[src/hw/rtl/sgm_fifo.sv]
// sgm_fifo: small register queue between the front and back parts.
// Depends on nothing.
`timescale 1ns / 1ps
`default_nettype none
module sgm_fifo #(
	parameter int DATA_W = 8,
	parameter int DEPTH  = 4
) (
	input  wire logic              clk,
	input  wire logic              arst_n,
	input  wire logic              push,
	input  wire logic [DATA_W-1:0] push_data,
	output logic                   full,
	input  wire logic              pop,
	output logic [DATA_W-1:0]      pop_data,
	output logic                   empty
);
	localparam int PW = $clog2(DEPTH);

	logic [DATA_W-1:0] slot_q [DEPTH];
	logic [PW-1:0]     wr_ptr_q, rd_ptr_q;
	logic [PW:0]       count_q;
	logic              do_push, do_pop;

	assign full     = (count_q == (PW + 1)'(DEPTH));
	assign empty    = (count_q == '0);
	assign do_push  = push && !full;
	assign do_pop   = pop && !empty;
	assign pop_data = slot_q[rd_ptr_q];

	always_ff @(posedge clk or negedge arst_n) begin
		if (!arst_n) begin
			wr_ptr_q <= '0;
			rd_ptr_q <= '0;
			count_q  <= '0;
		end else begin
			if (do_push) begin
				wr_ptr_q <= (wr_ptr_q == PW'(DEPTH - 1)) ? '0 : wr_ptr_q + 1'b1;
			end
			if (do_pop) begin
				rd_ptr_q <= (rd_ptr_q == PW'(DEPTH - 1)) ? '0 : rd_ptr_q + 1'b1;
			end
			if (do_push && !do_pop) begin
				count_q <= count_q + 1'b1;
			end else if (do_pop && !do_push) begin
				count_q <= count_q - 1'b1;
			end
		end
	end

	always_ff @(posedge clk) begin
		if (do_push) begin
			slot_q[wr_ptr_q] <= push_data;
		end
	end

endmodule
`default_nettype wire

[config.mk]
export PLATFORM = sky130hd
export DESIGN_NAME = sgm_fifo
export DESIGN_NICKNAME = d
export VERILOG_FILES = /design/src/hw/rtl/sgm_fifo.sv
export SDC_FILE = /design/constraint.sdc
export NUM_CORES = 1
export LEC_CHECK = 0
export BUFFER_PORTS_ARGS = -buffer_cell sky130_fd_sc_hd__buf_2
export CAP_MARGIN = 40
export CORE_AREA = 10 10 64 66
export CTS_BUF_LIST = sky130_fd_sc_hd__clkbuf_8
export DETAILED_ROUTE_END_ITERATION = 8
export DIE_AREA = 0 0 74 76
export GPL_TIMING_DRIVEN = 1
export PLACE_DENSITY = 0.87
export SYNTH_ARGS = -nofsm -noshare
export SYNTH_HDL_FRONTEND = slang
export SYNTH_SLANG_ARGS = --single-unit
[constraint.sdc]
create_clock -name clk -period 2.7 [get_ports clk]
set_clock_uncertainty 0.05 [all_clocks]
set_input_delay 0.405 -clock clk [delete_from_list [all_inputs] [get_ports clk]]
set_output_delay 0.405 -clock clk [all_outputs]
set_load 0.05 [all_outputs]
==> impl_results.md <==
- Dpl cell area: about 0.0018 mm2
- Critical path startpoint: rd_ptr_q[0]
- Die area: about 0.0056 mm2
- Worst Hold Class: input pin to flop
- HP Start: push_data[4]
- Yosys warning total: 0
- WL final: between 2000 and 3000 um
- Critical path data required time: 2.25 ns
- Largest net degree at the start of global routing: 12
- Post_cts resized: 0
- Relative max-transition margin: 49.79%
- Sequential area share after synthesis: a little over two thirds
- Core ar.: 0.002928 mm2
- Via count: ~750
- Share of layout cells above drive strength 1: approximately 40%
- Clock Sinks: 39
- Final Instance Area: around 0.0019 mm2
- MaxCap Viol Count: 0
- Sum Neg Setup Slack: 0 ns
- Critical path class: flop to output pin
- Vias in the first global route: about 840
- R2R Path Start: count_q[1]
- Max Fclk: about 0.45 GHz
- Worst Path Arrival: between 1.5 and 2 ns
- Clk slew on worst S/H paths: roughly 0.07 ns
- Status: complete, no violations
- First-pass GRT wire length: ~4300 um
- Net count, final: around 130
- Root Buffer: clkbuf_8
- Total Routing Usage GR: around 10%
- Die H: between 70 and 80 um
- Worst Setup End Kind: output pin
- Clock tree buffer depth: 2
- Final Core Density: between 60% and 70%
- Rows: 20
- Area Growth Syn to Fin: 14.38%
- Worst-Margin Slew: 0.7504 ns
- CP Max Fanout: 11
- Top-level port count: 22
- Via density: roughly 5.4
- TritonCTS clock tree: built
- Initial core utilization: ~55%
- Final Wtd Congestion: about 0.7
- Antenna Nets Post-Route: 0
- Drt wl/cell: 18.46 um
- Setup repair after global routing missed its margin: false
- CP peak stage delay: slightly above 0.7 ns
- Antenna violations before repair: 0
- Num CTS Buffers: 5
- CP Launch Type: flop
- Worst VDD drop: 0.0008447 V
- #FFs+latches synth: 39
- Post-DP HPWL: roughly 1900 um
- Commonest non-fill, non-tap cells in the layout: 32 x edfxtp_1, 21 x buf_2, 8 x mux4_2
- Period minus WS final: around 2.2 ns
- Slew Viols, Final: 0
- Crit-path cells: mux4_2 > buf_2
- Initial DRT Pass Iterations: 4
- Leak: between 0.0007 and 0.0008 uW
- Grt ovf: 0
- Slowest CP cell: dfrtp_1
- Register Area: between 0.001 and 0.0015 mm2
- Synthesized cell area: about 0.0016 mm2
- Netlist cell types: 19
- Hold Fails Final Rpt: 0
- Worst skew pair latency: about 0.28 ns
- Die width: around 74 um
- Min Hold Slack: a little under 0.3 ns
- H-tree Lvls: 2
- Fillers: 215
- Post-Syn Instances: a little under 80
- Final setup violation count: 0
- Commonest non-fill, non-tap cell in the layout: edfxtp_1
- PwrDens: roughly 1200 mW/mm2
- # port buffers: 21
- Initial drt markers: just under 70
- Net Count, Synth: 98
- Tcrit/Tclk final: between 80% and 90%
- Area of the multi-input gates: around 470 um2
- Syn avg cell area: between 20 and 25 um2
- Antenna diodes: 0
- DRC: 0
-- kinds of logic after synthesis --
| family | after synthesis | synth area share [%] |
|---|---|---|
| DFF | 39 | 70.22 |
| muxes | 13 | 15.55 |
| buffers and inverters | 5 | 1.237 |
| adders and majority gates | 7 | 5.878 |
| and+or+nand+nor | 12 | 5.490 |
| xor gates and xnor gates | 3 | 1.624 |
-- power by group --
part           internal [uW]  switching, uW
clock network            172            176
registers                816            149
logic                    365            554
-- repair_timing --
action,CTS,global route
hold endpoints to repair,7,0
setup buffers,0,0
hold buffers,1,0
endpoints found under the setup margin,0,0
-- sequential cells by signal (all words and copies together) (netlist names) --
| name | flops |
|---|---|
| slot_q | 32 |
| count_q | 3 |
| rd_ptr_q | 2 |
| wr_ptr_q | 2 |
-- worst max-delay path, delay by kind of cell, from the launching register on --
| family | cells | cell delay [ns] |
|---|---|---|
| buffers and inverters | 1 | 0.22 |
| DFF | 1 | 0.71 |
| muxes | 1 | 0.57 |
-- final timing paths --
check,end,depth (start not counted),slack (ns)
setup / recovery,pop_data[1],2,0.46
hold / removal,slot_q[2][4],1,0.29
setup reg to reg,count_q[2],8,0.68
hold reg to reg,count_q[2],1,0.47
max in group asynchronous,count_q[0],2,2.02
min in group asynchronous,count_q[2],2,0.42
-- cell type report --
| type | instances | share of cell area (%) |
|---|---|---|
| Clock buffer | 5 | 3.719 |
| Clock inverter | 3 | 0.6085 |
| Inverter | 3 | 0.6085 |
| Multi-Input combinational cell | 35 | 25.22 |
| Sequential cell | 39 | 61.39 |
| Tap cell | 33 | 2.231 |
| Timing Repair Buffer | 22 | 6.220 |
-- metal layers --
| layer | GRT usage (%) | vias to the layer above | part of all wire [%] | wire (um) |
|---|---|---|---|---|
| met5 | 0 | - | 0 | 0 |
| met4 | 3.918 | 0 | 1.5 | 39 |
| met3 | 5.078 | 5 | 6.5 | 168 |
| met2 | 15.61 | 17 | 50 | 1304 |
| met1 | 11.97 | 376 | 41 | 1072 |
| li1 | - | 354 | - | - |
-- cell usage after synthesis --
cell type  instances  area share, %
edfxtp_1          32             59
mux4_2             8             11
dfrtp_1            7             11
ha_1               6            4.6
mux2_4             4            3.7
nor2_1             4           0.93
and2_1             3            1.2
inv_1              3           0.70
xor2_1             2            1.1
buf_2              1           0.31
clkbuf_1           1           0.23
fa_1               1            1.2
mux2_2             1           0.70
nand2_1            1           0.23
nand2b_4           1           0.85
nor2b_4            1           0.85
nor3_1             1           0.31
nor3b_4            1            1.2
xnor2_1            1           0.54
-- stage by stage --
step	cells	power [uW]	setup WS [ns]
floorplan	79	1714	0.1535
global route	140	2370	0.3393
finish	140	2232	0.4581
detailed placement	131	1914	0.6536
CTS	140	2267	0.4131
global placement	131	1869	0.7241
Note: power is estimated with default switching activity, not from simulation.
