$ cat src/hw/rtl/sgm_pkg.sv
// sgm_pkg: shared types and constants for the Sobel gradient magnitude unit.
// No dependencies.
`timescale 1ns / 1ps
`default_nettype none
package sgm_pkg;

	// configuration register map
	localparam int CFG_IDX_W  = 2;
	localparam int CFG_DATA_W = 13;
	localparam int FW_W       = 12;
	localparam int FH_W       = 13;

	localparam logic [CFG_IDX_W-1:0] REG_FRAME_WIDTH  = 2'd0;
	localparam logic [CFG_IDX_W-1:0] REG_FRAME_HEIGHT = 2'd1;
	localparam logic [CFG_IDX_W-1:0] REG_BORDER_MODE  = 2'd2;

	localparam logic [FW_W-1:0] FRAME_WIDTH_RST  = 12'd640;
	localparam logic [FH_W-1:0] FRAME_HEIGHT_RST = 13'd480;
	localparam logic            BORDER_MODE_RST  = 1'b1;

	typedef enum logic [1:0] {
		F_IDLE,
		F_READ,
		F_EMIT
	} sgm_front_state_t;

	typedef enum logic [2:0] {
		B_IDLE,
		B_SQR,
		B_ADD,
		B_ROOT,
		B_OUT
	} sgm_back_state_t;

	typedef struct packed {
		logic run_last;
		logic frame_done;
	} sgm_flags_t;

endpackage
`default_nettype wire

$ cat src/hw/rtl/sgm_back.sv
// sgm_back: squares the gradients, takes the integer square root one result bit
// per cycle and holds the result in the output register. Depends on sgm_pkg.
`timescale 1ns / 1ps
`default_nettype none
module sgm_back #(
	parameter int MAX_WIDTH  = 2048,
	parameter int MAX_HEIGHT = 4096,
	parameter int PIXEL_BITS = 8,
	parameter int JOB_W      = $clog2(MAX_WIDTH) + $clog2(MAX_HEIGHT) + 2 * (PIXEL_BITS + 3) + 2
) (
	input  wire logic                          clk,
	input  wire logic                          arst_n,
	input  wire logic                          job_empty,
	output logic                               job_pop,
	input  wire logic [JOB_W-1:0]              job_data,
	output logic                               out_valid,
	input  wire logic                          out_ready,
	output logic [$clog2(MAX_WIDTH)-1:0]       out_col,
	output logic [$clog2(MAX_HEIGHT)-1:0]      out_row,
	output logic signed [PIXEL_BITS+2:0]       grad_x,
	output logic signed [PIXEL_BITS+2:0]       grad_y,
	output logic [PIXEL_BITS+2:0]              magnitude,
	output logic                               run_last,
	output logic                               frame_done
);
	import sgm_pkg::*;

	localparam int CW  = $clog2(MAX_WIDTH);
	localparam int RW  = $clog2(MAX_HEIGHT);
	localparam int GW  = PIXEL_BITS + 3;
	localparam int MW  = GW;
	localparam int VW  = 2 * GW;
	localparam int RMW = MW + 2;
	localparam int NW  = $clog2(MW);

	sgm_back_state_t state_q, state_d;

	logic [CW-1:0]        col_q;
	logic [RW-1:0]        row_q;
	logic signed [GW-1:0] gx_q, gy_q;
	sgm_flags_t           flags_q;
	logic [VW-1:0]        sqx_q, sqy_q, val_q;
	logic [RMW-1:0]       rem_q, rem_in, trial;
	logic [MW-1:0]        root_q;
	logic [NW-1:0]        cnt_q;
	logic                 take, load_out;
	logic                 out_valid_q;

	assign rem_in = {rem_q[MW-1:0], val_q[VW-1 -: 2]};
	assign trial  = {root_q, 2'b01};

	always_comb begin
		state_d = state_q;
		unique case (state_q)
			B_IDLE: if (!job_empty) state_d = B_SQR;
			B_SQR:  state_d = B_ADD;
			B_ADD:  state_d = B_ROOT;
			B_ROOT: if (cnt_q == '0) state_d = B_OUT;
			B_OUT:  if (!out_valid_q || out_ready) state_d = B_IDLE;
			default: state_d = B_IDLE;
		endcase
	end

	always_comb begin
		take     = (state_q == B_IDLE) && !job_empty;
		job_pop  = take;
		load_out = (state_q == B_OUT) && (!out_valid_q || out_ready);
	end

	assign out_valid = out_valid_q;

	always_ff @(posedge clk or negedge arst_n) begin
		if (!arst_n) begin
			state_q     <= B_IDLE;
			out_valid_q <= 1'b0;
		end else begin
			state_q <= state_d;
			if (load_out) out_valid_q <= 1'b1;
			else if (out_ready) out_valid_q <= 1'b0;
		end
	end

	always_ff @(posedge clk) begin
		if (take) begin
			{col_q, row_q, gx_q, gy_q, flags_q} <= job_data;
		end
		// operands widened before the product so the full square is kept
		if (state_q == B_SQR) begin
			sqx_q <= VW'($unsigned(VW'(gx_q) * VW'(gx_q)));
			sqy_q <= VW'($unsigned(VW'(gy_q) * VW'(gy_q)));
		end
		if (state_q == B_ADD) begin
			val_q  <= sqx_q + sqy_q;
			rem_q  <= '0;
			root_q <= '0;
			cnt_q  <= NW'(MW - 1);
		end
		// restoring square root, two radicand bits per step
		if (state_q == B_ROOT) begin
			val_q <= val_q << 2;
			cnt_q <= cnt_q - 1'b1;
			if (rem_in >= trial) begin
				rem_q  <= rem_in - trial;
				root_q <= {root_q[MW-2:0], 1'b1};
			end else begin
				rem_q  <= rem_in;
				root_q <= {root_q[MW-2:0], 1'b0};
			end
		end
		if (load_out) begin
			out_col    <= col_q;
			out_row    <= row_q;
			grad_x     <= gx_q;
			grad_y     <= gy_q;
			magnitude  <= root_q;
			run_last   <= flags_q.run_last;
			frame_done <= flags_q.frame_done;
		end
	end

endmodule
`default_nettype wire

$ cat config.mk
export PLATFORM = sky130hd
export DESIGN_NAME = sgm_back
export DESIGN_NICKNAME = d
export VERILOG_FILES = /design/src/hw/rtl/sgm_pkg.sv /design/src/hw/rtl/sgm_back.sv
export SDC_FILE = /design/constraint.sdc
export NUM_CORES = 1
export LEC_CHECK = 0
export BUFFER_PORTS_ARGS = -buffer_cell sky130_fd_sc_hd__buf_4
export CAP_MARGIN = 25
export CORE_MARGIN = 8
export CORE_UTILIZATION = 63
export CTS_CLUSTER_SIZE = 14
export DETAILED_ROUTE_END_ITERATION = 10
export GPL_ROUTABILITY_DRIVEN = 0
export PLACE_DENSITY = 0.8
export SYNTH_ARGS = -nofsm -noshare
export SYNTH_HDL_FRONTEND = slang
export SYNTH_SLANG_ARGS = --single-unit
export TNS_END_PERCENT = 50
$ cat constraint.sdc
create_clock -name clk -period 9 [get_ports clk]
set_input_delay 1.8 -clock clk [delete_from_list [all_inputs] [get_ports clk]]
set_output_delay 1.8 -clock clk [all_outputs]
set_load 0.1 [all_outputs]
==> run_results.csv, run 1 <==
group,metric,value,unit
critical_path,worstPathRequired,9.19,ns
flow_run,cap_viol_max_count,0,
sta,finalSetupViolCount,0,
placed_design,place_ws,3.28,ns
power,p_int,2.69,mW
route,viasPerCell,5.57,
cts,cts_tree,"yes",
sta,finalCriticalPeriod,5.85,ns
route,drt-total-wl,31400,µm
cts,clk_pin_slew,0.09,ns
floorplanning,core_area,25800,µm²
route,dr_wl_met3,1380,µm
logic_synthesis,ys_warn_count,0,
cts,post-cts-setup-buffers,0,
finish,antennaDiodeCount,0,
cts,cts_hold_buf,0,
finish,final_nets,1920,
sta,rsz0062_at_grt,"no",
cts,clk_latency,0.45,ns
logic_synthesis,synthFlopType,"edfxtp_1",
logic_synthesis,synth-edff-count,193,
floorplanning,dieArea,31300,µm²
power,p_per_area,248,nW/µm²
sta,setup_ws,3.15,ns
critical_path,reg2reg_setup_slack,3.15,ns
finish,drive_gt1_frac,0.105,
route,drc,0,
route,first_iter_violations,752,
route,wl_per_cell,16.6,µm
power,combinationalPowerShare,0.498,
critical_path,timing.rr.start,"gx_q[4]",
power,ir_drop,0.258,mV
floorplanning,rows,59,
critical_path,cp_slowest_cell,"edfxtp_1",
status,outcome,"finished clean",
cts,htree_levels,4,
finish,syn2layout_area_growth,11.1,%
logic_synthesis,syn_area_per_cell,11.3,µm²
placed_design,place_area,17500,µm²
sta,worst_clock_skew,0.0123,ns
sta,fin_crit_sh,0.650,
power,p_seq_frac,0.317,
finish,layoutNonFillerInstCount,1886,
cts,cts_made_buffers,17,
logic_synthesis,synth_fp_nets,1823,
power,clockPowerShare,0.185,
route,ant_nets,0,
sta,timing.fmax,171,MHz
power,power_leakage,8.27,nW
grt,grt_pass1_vias,11414,
sta,slew_headroom,0.463,
logic_synthesis,synth_top_area_cell,"edfxtp_1",
route,drt-pass1-iter-count,7,
grt,antenna_found_initial,0,
cts,cts_resized,0,
logic_synthesis,synthArstFlopShare,0.0201,
placed_design,hpwlAfterDp,24400,µm
cts,cts.sinks,199,
critical_path,cp_cell_sequence,"inv_1, nor2_1, fa_1, fa_1, fa_1, fa_1, inv_1, fa_1, inv_1, ha_1, or3_1, or3_1, o21a_1, a31o_2, o2111a_1, a211o_1",
logic_synthesis,syn_area,16300,µm²
route,top_layer,"met4",
critical_path,r2r_cells,16,
route,wl_met2,16900,µm
route,met1Wirelength,12400,µm
critical_path,crit_type,"flip-flop to flip-flop",
critical_path,cp_max_fo,14,
cts,cts-root-buf,"clkbuf_16",
floorplanning,die_w,177,µm
critical_path,critical-path-max-stage-delay,0.67,ns
grt,track_usage,0.212,
sta,worst_pin_slew,0.800,ns
sta,finalHoldViolations,0,
sta,fin_setup_tns,0,ns
floorplanning,start_util,0.634,
route,vias,10496,
finish,design_area,18100,µm²
grt,grt_pass1_wl,53400,µm
logic_synthesis,synth-seq-area-share,0.363,
floorplanning,pin_count,111,
logic_synthesis,ys_types,63,
power,p_sw,1.81,mW
logic_synthesis,synthCells,1441,
grt,grt_max_degree,49,
placed_design,portBuffers,110,
hold_path,hold_path_class,"flip-flop to flip-flop",
cts,clockBufferDepth,2,
critical_path,crit_end,"sqx_q[21]",
sta,slew_violations,0,
logic_synthesis,synth_top_area_share,0.355,
floorplanning,die_y,177,µm
critical_path,crit_path_start_kind,"flip-flop",
critical_path,crit_top_cell,"fa_1",
critical_path,critical_path_arrival,6.04,ns
critical_path,end_kind,"flip-flop",
logic_synthesis,synth_area_leaders,"edfxtp_1 (35%), fa_1 (25%), ha_1 (9.9%)",
power,switching_share,0.402,
placed_design,placed_cells,1853,
grt,gr-total-overflow,0,
critical_path,worstSetupStartpoint,"gx_q[4]",
logic_synthesis,ys_seq_elements,199,
critical_path,rr_endpoint,"sqx_q[21]",
[power by group through the flow]
stage | registers [mW] | clock network, mW | logic (mW)
final | 1.43 | 0.832 | 2.24
after global routing | 1.45 | 0.876 | 2.55
after CTS | 1.43 | 0.843 | 2.24
after detailed placement | 1.45 | 0 | 2.22
after global placement | 1.44 | 0 | 2.13
after floorplan | 1.42 | 0 | 1.79
[cells in the mapped netlist (all sizes together), types with 5 or more instances]
master  number
clkbuf      37
nor2b       19
nand4        6
o21a        15
xor2        11
nand3       12
nand2b      12
o31ai        5
a21o        18
o21ai       40
and3         6
or3          7
nand2       99
inv        281
fa         202
ha         129
nor2        77
xnor2       68
a21oi       57
edfxtp     193
and2        40
mux2i        8
nor3        24
[state kept, by name, summed over array words and instances (netlist names), 2 cells and up]
name / cells
grad_x: 11
sqx_q: 21
rem_q: 11
out_row: 12
magnitude: 11
root_q: 11
col_q: 11
grad_y: 11
val_q: 22
flags_q: 2
sqy_q: 21
cnt_q: 4
gy_q: 11
row_q: 12
gx_q: 11
out_col: 11
state_q: 3
[cell usage in the layout (no fill, tap or decap), types with 6 or more instances in the layout]
cell type,n
nor3_1,24
inv_1,280
nand2b_1,12
clkbuf_16,17
nor2b_1,19
nor2_1,77
nand3_1,12
and3_1,6
xnor2_1,68
a21oi_1,56
fa_1,202
o21ai_0,40
xor2_1,11
and2_1,40
nand4_1,6
o21a_1,15
buf_4,115
ha_1,129
or3_1,7
mux2i_1,8
inv_12,6
nand2_1,99
edfxtp_1,193
a21o_1,16
[final cells by class]
cell class,count,area [µm²]
clock buffer,17,425
clock inverter,15,226
fill,1795,7620
inverter,281,1050
multi-input combinational,923,9200
sequential,199,5940
tap,335,419
timing repair buffer,116,875
[worst max-delay path, delay by kind of cell (launching register included)]
family	cells	cell delay, ns
compound gates	4	0.90
fa+ha+maj	6	2.73
buf+inv	3	0.29
flops	1	0.67
simple gates	3	0.99
[how the worst min path moves through the flow]
stage,startpoint,depth (start not counted),endpoint,slack [ns]
2_1_floorplan,flags_q[0],0,frame_done,0.40
3_3_place_gp,col_q[10],0,out_col[10],0.40
3_5_place_dp,row_q[1],0,out_row[1],0.40
4_1_cts,row_q[4],0,out_row[4],0.41
5_1_grt,row_q[4],0,out_row[4],0.42
6_report,row_q[4],0,out_row[4],0.42
[cells by family after synthesis]
logic type      Yosys count  synth area share
buf+inv                 319            0.0745
xor+xnor                 79            0.0424
simple gates            317            0.0931
flops                   199             0.363
compound gates          188            0.0752
mux                       8           0.00490
fa+ha+maj               331             0.346
[metal layers]
layer  global-route usage  vias to the layer above
li1                     -                     4915
met1                0.257                     5256
met2                0.382                      266
met3               0.0273                       59
met4               0.0725                        0
met5                    0                        -
[per-stage QoR]
| step | power, mW | utilization | hold slack (ns) |
|---|---|---|---|
| floorplan | 3.21 | - | 0.400 |
| global placement | 3.57 | 0.678 | 0.400 |
| detailed placement | 3.67 | 0.678 | 0.405 |
| CTS | 4.51 | 0.704 | 0.415 |
| global route | 4.87 | 0.704 | 0.419 |
| finish | 4.51 | 0.704 | 0.416 |
(Power assumes the default switching activity.)
==> inputs of run 2 (changes only) <==
==> constraint.sdc (replaced) <==
create_clock -name clk -period 5.6 [get_ports clk]
set_input_delay 1.12 -clock clk [delete_from_list [all_inputs] [get_ports clk]]
set_output_delay 1.12 -clock clk [all_outputs]
set_load 0.1 [all_outputs]
==> run_results.csv, run 2 (synthesized netlist as in run 1, its figures left out) <==
group,metric,value,unit
status,outcome,"finished clean",
finish,syn2layout_area_growth,13.1,%
finish,drive_gt1_frac,0.133,
grt,antenna_found_initial,0,
placed_design,placed_cells,1882,
cts,cts-root-buf,"clkbuf_16",
power,p_per_area,395,nW/µm²
sta,slew_violations,0,
floorplanning,die_y,177,µm
route,viasPerCell,5.58,
finish,final_common_cell,"inv_1",
floorplanning,rows,59,
critical_path,reg2reg_setup_slack,0.13,ns
grt,grt_max_degree,48,
sta,finalCriticalPeriod,5.47,ns
cts,clk_pin_slew,0.09,ns
grt,track_usage,0.220,
route,drt-total-wl,32800,µm
route,drc,0,
flow_run,cap_viol_max_count,0,
floorplanning,die_w,177,µm
grt,grt_pass1_wl,55100,µm
sta,fin_crit_sh,0.976,
finish,layoutNonFillerInstCount,1925,
floorplanning,core_area,25800,µm²
grt,gr-total-overflow,0,
floorplanning,pin_count,111,
critical_path,critical_path_arrival,5.67,ns
critical_path,crit_type,"flip-flop to flip-flop",
finish,final_nets,1959,
hold_path,hold_path_class,"flip-flop to flip-flop",
finish,reg_top3,"val_q (22), sqx_q (21), sqy_q (21)",
cts,cts.sinks,199,
floorplanning,start_util,0.634,
cts,clk_latency,0.45,ns
sta,finalHoldViolations,0,
cts,clockBufferDepth,2,
route,vias,10738,
placed_design,hpwlAfterDp,25200,µm
power,power_leakage,8.46,nW
floorplanning,dieArea,31300,µm²
cts,cts_hold_buf,0,
cts,cts_tree,"yes",
critical_path,worstPathRequired,5.80,ns
finish,layout_common_cells,"inv_1 (279), fa_1 (200), edfxtp_1 (193), buf_4 (155), ha_1 (129)",
cts,cts_made_buffers,17,
sta,rsz0062_at_grt,"yes",
route,drt-pass1-iter-count,5,
sta,slew_headroom,0.455,
finish,fillers,1816,
route,ant_nets,0,
sta,worst_pin_slew,0.815,ns
critical_path,cp_max_fo,5,
route,first_iter_violations,842,
finish,top_register,"val_q",
grt,grt_pass1_vias,11689,
placed_design,portBuffers,110,
route,wl_per_cell,17.0,µm
cts,htree_levels,4,
finish,antennaDiodeCount,0,
sta,finalSetupViolCount,0,
critical_path,end_kind,"flip-flop",
power,ir_drop,0.370,mV
finish,largest_reg_flops,22,
critical_path,crit_path_start_kind,"flip-flop",
finish,fin_util,0.717,
sta,worst_clock_skew,0.0133,ns
sta,timing.fmax,183,MHz
==> run 2: changes by cell type in the layout (fill, tap and decap cells not counted), sizes merged <==
cell  change
buf      +39
==> run 2: worst max-delay path, stage by stage, from the launching register on <==
cell and delay (ns):
edfxtp_1 0.51, and2_4 0.20, fa_1 0.54, fa_1 0.45, fa_1 0.53, fa_1 0.52, inv_1 0.06, fa_1 0.47
inv_1 0.04, ha_1 0.23, or3_1 0.38, or3_1 0.37, o21a_1 0.22, a31o_2 0.26, o2111a_1 0.22, a211o_1 0.22
==> run 2: layout make-up <==
| class | count | area, µm² | share of cell area |
|---|---|---|---|
| Sequential cell | 199 | 5940 | 0.321 |
| Tap cell | 335 | 419 | 0.0227 |
| Inverter | 281 | 1050 | 0.0571 |
| Clock inverter | 15 | 230 | 0.0125 |
| Timing Repair Buffer | 155 | 1160 | 0.0630 |
| Multi-Input combinational cell | 923 | 9240 | 0.500 |
| Clock buffer | 17 | 425 | 0.0230 |
==> run 2: per-stage QoR <==
stage / TNS [ns] / hold slack, ns / setup slack, ns / total power, mW / instance area (µm²)
after global placement: 0 / 0.400 / 0.266 / 5.75 / 17700
after CTS: 0 / 0.422 / 0.0634 / 7.30 / 18400
after global routing: -0.0553 / 0.433 / -0.0511 / 7.89 / 18500
after detailed placement: 0 / 0.405 / 0.0984 / 5.90 / 17700
after floorplan: 0 / 0.400 / 0.0200 / 5.16 / 16400
final: 0 / 0.426 / 0.135 / 7.30 / 18500
==> run 2: what timing repair did <==
action,in CTS,in global routing
gates cloned,0,0
resized for setup,0,11
endpoints found under the setup margin,1,9
setup buffers,2,9
==> run 2: metal layers <==
layer | wire length, µm | GRT usage | part of all wire | vias up
met5 | 0 | 0 | 0 | -
met4 | 805 | 0.0750 | 0.025 | 0
met3 | 1570 | 0.0314 | 0.048 | 68
met2 | 17700 | 0.400 | 0.54 | 319
met1 | 12700 | 0.264 | 0.39 | 5363
li1 | - | - | - | 4988
==> run 2: report_power, final <==
part           switching, mW  internal (mW)
clock                  0.711          0.644
sequential             0.133           2.16
combinational           2.11           1.54
total                   2.95           4.35
==> run 2: worst paths after layout <==
check / from / to / depth (start not counted)
max in group asynchronous: arst_n / state_q[2] / 1
min: col_q[2] / out_col[2] / 0
min reg2reg: col_q[2] / out_col[2] / 0
max: gx_q[3] / sqx_q[21] / 15
min in group asynchronous: arst_n / out_valid / 1
max reg2reg: gx_q[3] / sqx_q[21] / 15
==> inputs of run 3 (changes only) <==
--- a/config.mk
+++ b/config.mk
@@ -7,7 +7,6 @@
 export LEC_CHECK = 0
 export BUFFER_PORTS_ARGS = -buffer_cell sky130_fd_sc_hd__buf_4
 export CAP_MARGIN = 25
-export CORE_MARGIN = 8
 export CORE_UTILIZATION = 63
 export CTS_CLUSTER_SIZE = 14
 export DETAILED_ROUTE_END_ITERATION = 10
==> run_results.csv, run 3 (synthesized netlist as in run 1, its figures left out) <==
group,metric,value,unit
placed_design,hpwlAfterDp,23600,µm
floorplanning,pin_count,111,
route,drt-pass1-iter-count,6,
placed_design,place_area,17700,µm²
critical_path,cp_max_fo,5,
flow_run,cap_viol_max_count,0,
critical_path,crit_top_cell,"fa_1",
floorplanning,die_y,163,µm
floorplanning,start_util,0.645,
cts,cts_hold_buf,0,
power,p_per_area,392,nW/µm²
finish,final_common_cell,"inv_1",
route,viasPerCell,5.55,
cts,htree_levels,4,
cts,clockBufferDepth,2,
floorplanning,rows,58,
finish,largest_reg_flops,22,
cts,clk_latency,0.44,ns
critical_path,critical_path_arrival,5.60,ns
grt,grt_max_degree,59,
critical_path,reg2reg_setup_slack,0.20,ns
grt,grt_pass1_wl,51700,µm
sta,slew_headroom,0.477,
critical_path,end_kind,"flip-flop",
power,clockPowerShare,0.178,
floorplanning,dieArea,26600,µm²
critical_path,worstPathRequired,5.80,ns
cts,clk_pin_slew,0.09,ns
hold_path,hold_path_class,"flip-flop to flip-flop",
finish,layout_common_cells,"inv_1 (279), fa_1 (201), edfxtp_1 (193), buf_4 (154), ha_1 (129)",
power,fin_total_pwr,7.21,mW
sta,finalCriticalPeriod,5.40,ns
finish,design_area,18400,µm²
sta,finalHoldViolations,0,
finish,top_register,"val_q",
sta,fin_crit_sh,0.964,
finish,final_nets,1958,
cts,cts_made_buffers,17,
power,p_seq_frac,0.318,
sta,fin_setup_tns,0,ns
critical_path,crit_type,"flip-flop to flip-flop",
route,wl_per_cell,16.2,µm
cts,cts_tree,"yes",
grt,track_usage,0.248,
grt,grt_pass1_vias,11217,
cts,cts.sinks,199,
sta,setup_ws,0.200,ns
placed_design,portBuffers,110,
finish,reg_top3,"val_q (22), sqx_q (21), sqy_q (21)",
finish,syn2layout_area_growth,12.7,%
finish,drive_gt1_frac,0.130,
grt,gr-total-overflow,0,
power,power_leakage,8.44,nW
route,first_iter_violations,859,
sta,finalSetupViolCount,0,
grt,antenna_found_initial,0,
sta,slew_violations,0,
sta,timing.fmax,185,MHz
sta,worst_clock_skew,0.0121,ns
critical_path,crit_path_start_kind,"flip-flop",
power,p_sw,2.89,mW
critical_path,critical-path-max-stage-delay,0.56,ns
sta,worst_pin_slew,0.784,ns
power,combinationalPowerShare,0.505,
route,vias,10651,
route,drt-total-wl,31000,µm
power,ir_drop,0.347,mV
finish,antennaDiodeCount,0,
sta,rsz0062_at_grt,"no",
critical_path,cp_cell_sequence,"inv_1, nor2_2, fa_1, fa_1, fa_1, fa_1, inv_1, fa_1, inv_1, ha_1, or3_1, or3_1, o21a_1, a31o_2, o2111a_1, a211o_1",
route,drc,0,
placed_design,place_ws,0.134,ns
floorplanning,core_area,25300,µm²
floorplanning,die_w,163,µm
power,p_int,4.32,mW
cts,cts-root-buf,"clkbuf_16",
critical_path,cp_slowest_cell,"fa_1",
route,ant_nets,0,
power,switching_share,0.401,
status,outcome,"finished clean",
-- run 3: worst max-delay path: cells and delay by family (launching register included) --
family          cells  cell delay (ns)
compound gates      4             0.91
fa+ha+maj           6             2.71
buf+inv             3             0.27
flops               1             0.48
simple gates        3             0.80
-- run 3: worst paths after layout --
kind	startpoint	endpoint	cells after the start
max	gx_q[4]	sqx_q[21]	16
min reg2reg	row_q[8]	out_row[8]	0
max in group asynchronous	arst_n	state_q[1]	1
max reg2reg	gx_q[4]	sqx_q[21]	16
min in group asynchronous	arst_n	state_q[2]	1
min	row_q[8]	out_row[8]	0
-- run 3: through the flow --
stage,util,instances,hold slack [ns]
CTS,0.723,1909,0.411
global route,0.727,1919,0.413
global placement,0.699,1877,0.400
finish,0.727,1919,0.409
floorplan,-,1441,0.400
detailed placement,0.699,1877,0.405
-- run 3: metal layers --
metal / wire length (µm) / vias to the layer above / global-route usage
li1: - / 4986 / -
met1: 12900 / 5299 / 0.325
met2: 16000 / 313 / 0.433
met3: 1460 / 53 / 0.0307
met4: 605 / 0 / 0.0718
met5: 0 / - / 0
-- run 3: power by group through the flow --
stage,clock network (mW),logic (mW),registers [mW]
2_1_floorplan,0,2.87,2.28
3_5_place_dp,0,3.57,2.32
4_1_cts,1.30,3.63,2.29
6_report,1.28,3.64,2.29
3_3_place_gp,0,3.44,2.31
5_1_grt,1.35,4.12,2.31
-- run 3: timing repair --
item                       in CTS  in global routing
setup endpoints to repair       0                  8
buffers inserted                0                 10
gates resized for setup         0                  7
-- run 3: cell type report --
| cell class | instances | area [µm²] |
|---|---|---|
| Sequential cell | 199 | 5940 |
| Clock inverter | 15 | 191 |
| Tap cell | 330 | 413 |
| Multi-Input combinational cell | 923 | 9220 |
| Fill cell | 1718 | 6930 |
| Clock buffer | 17 | 425 |
| Inverter | 281 | 1050 |
| Timing Repair Buffer | 154 | 1160 |
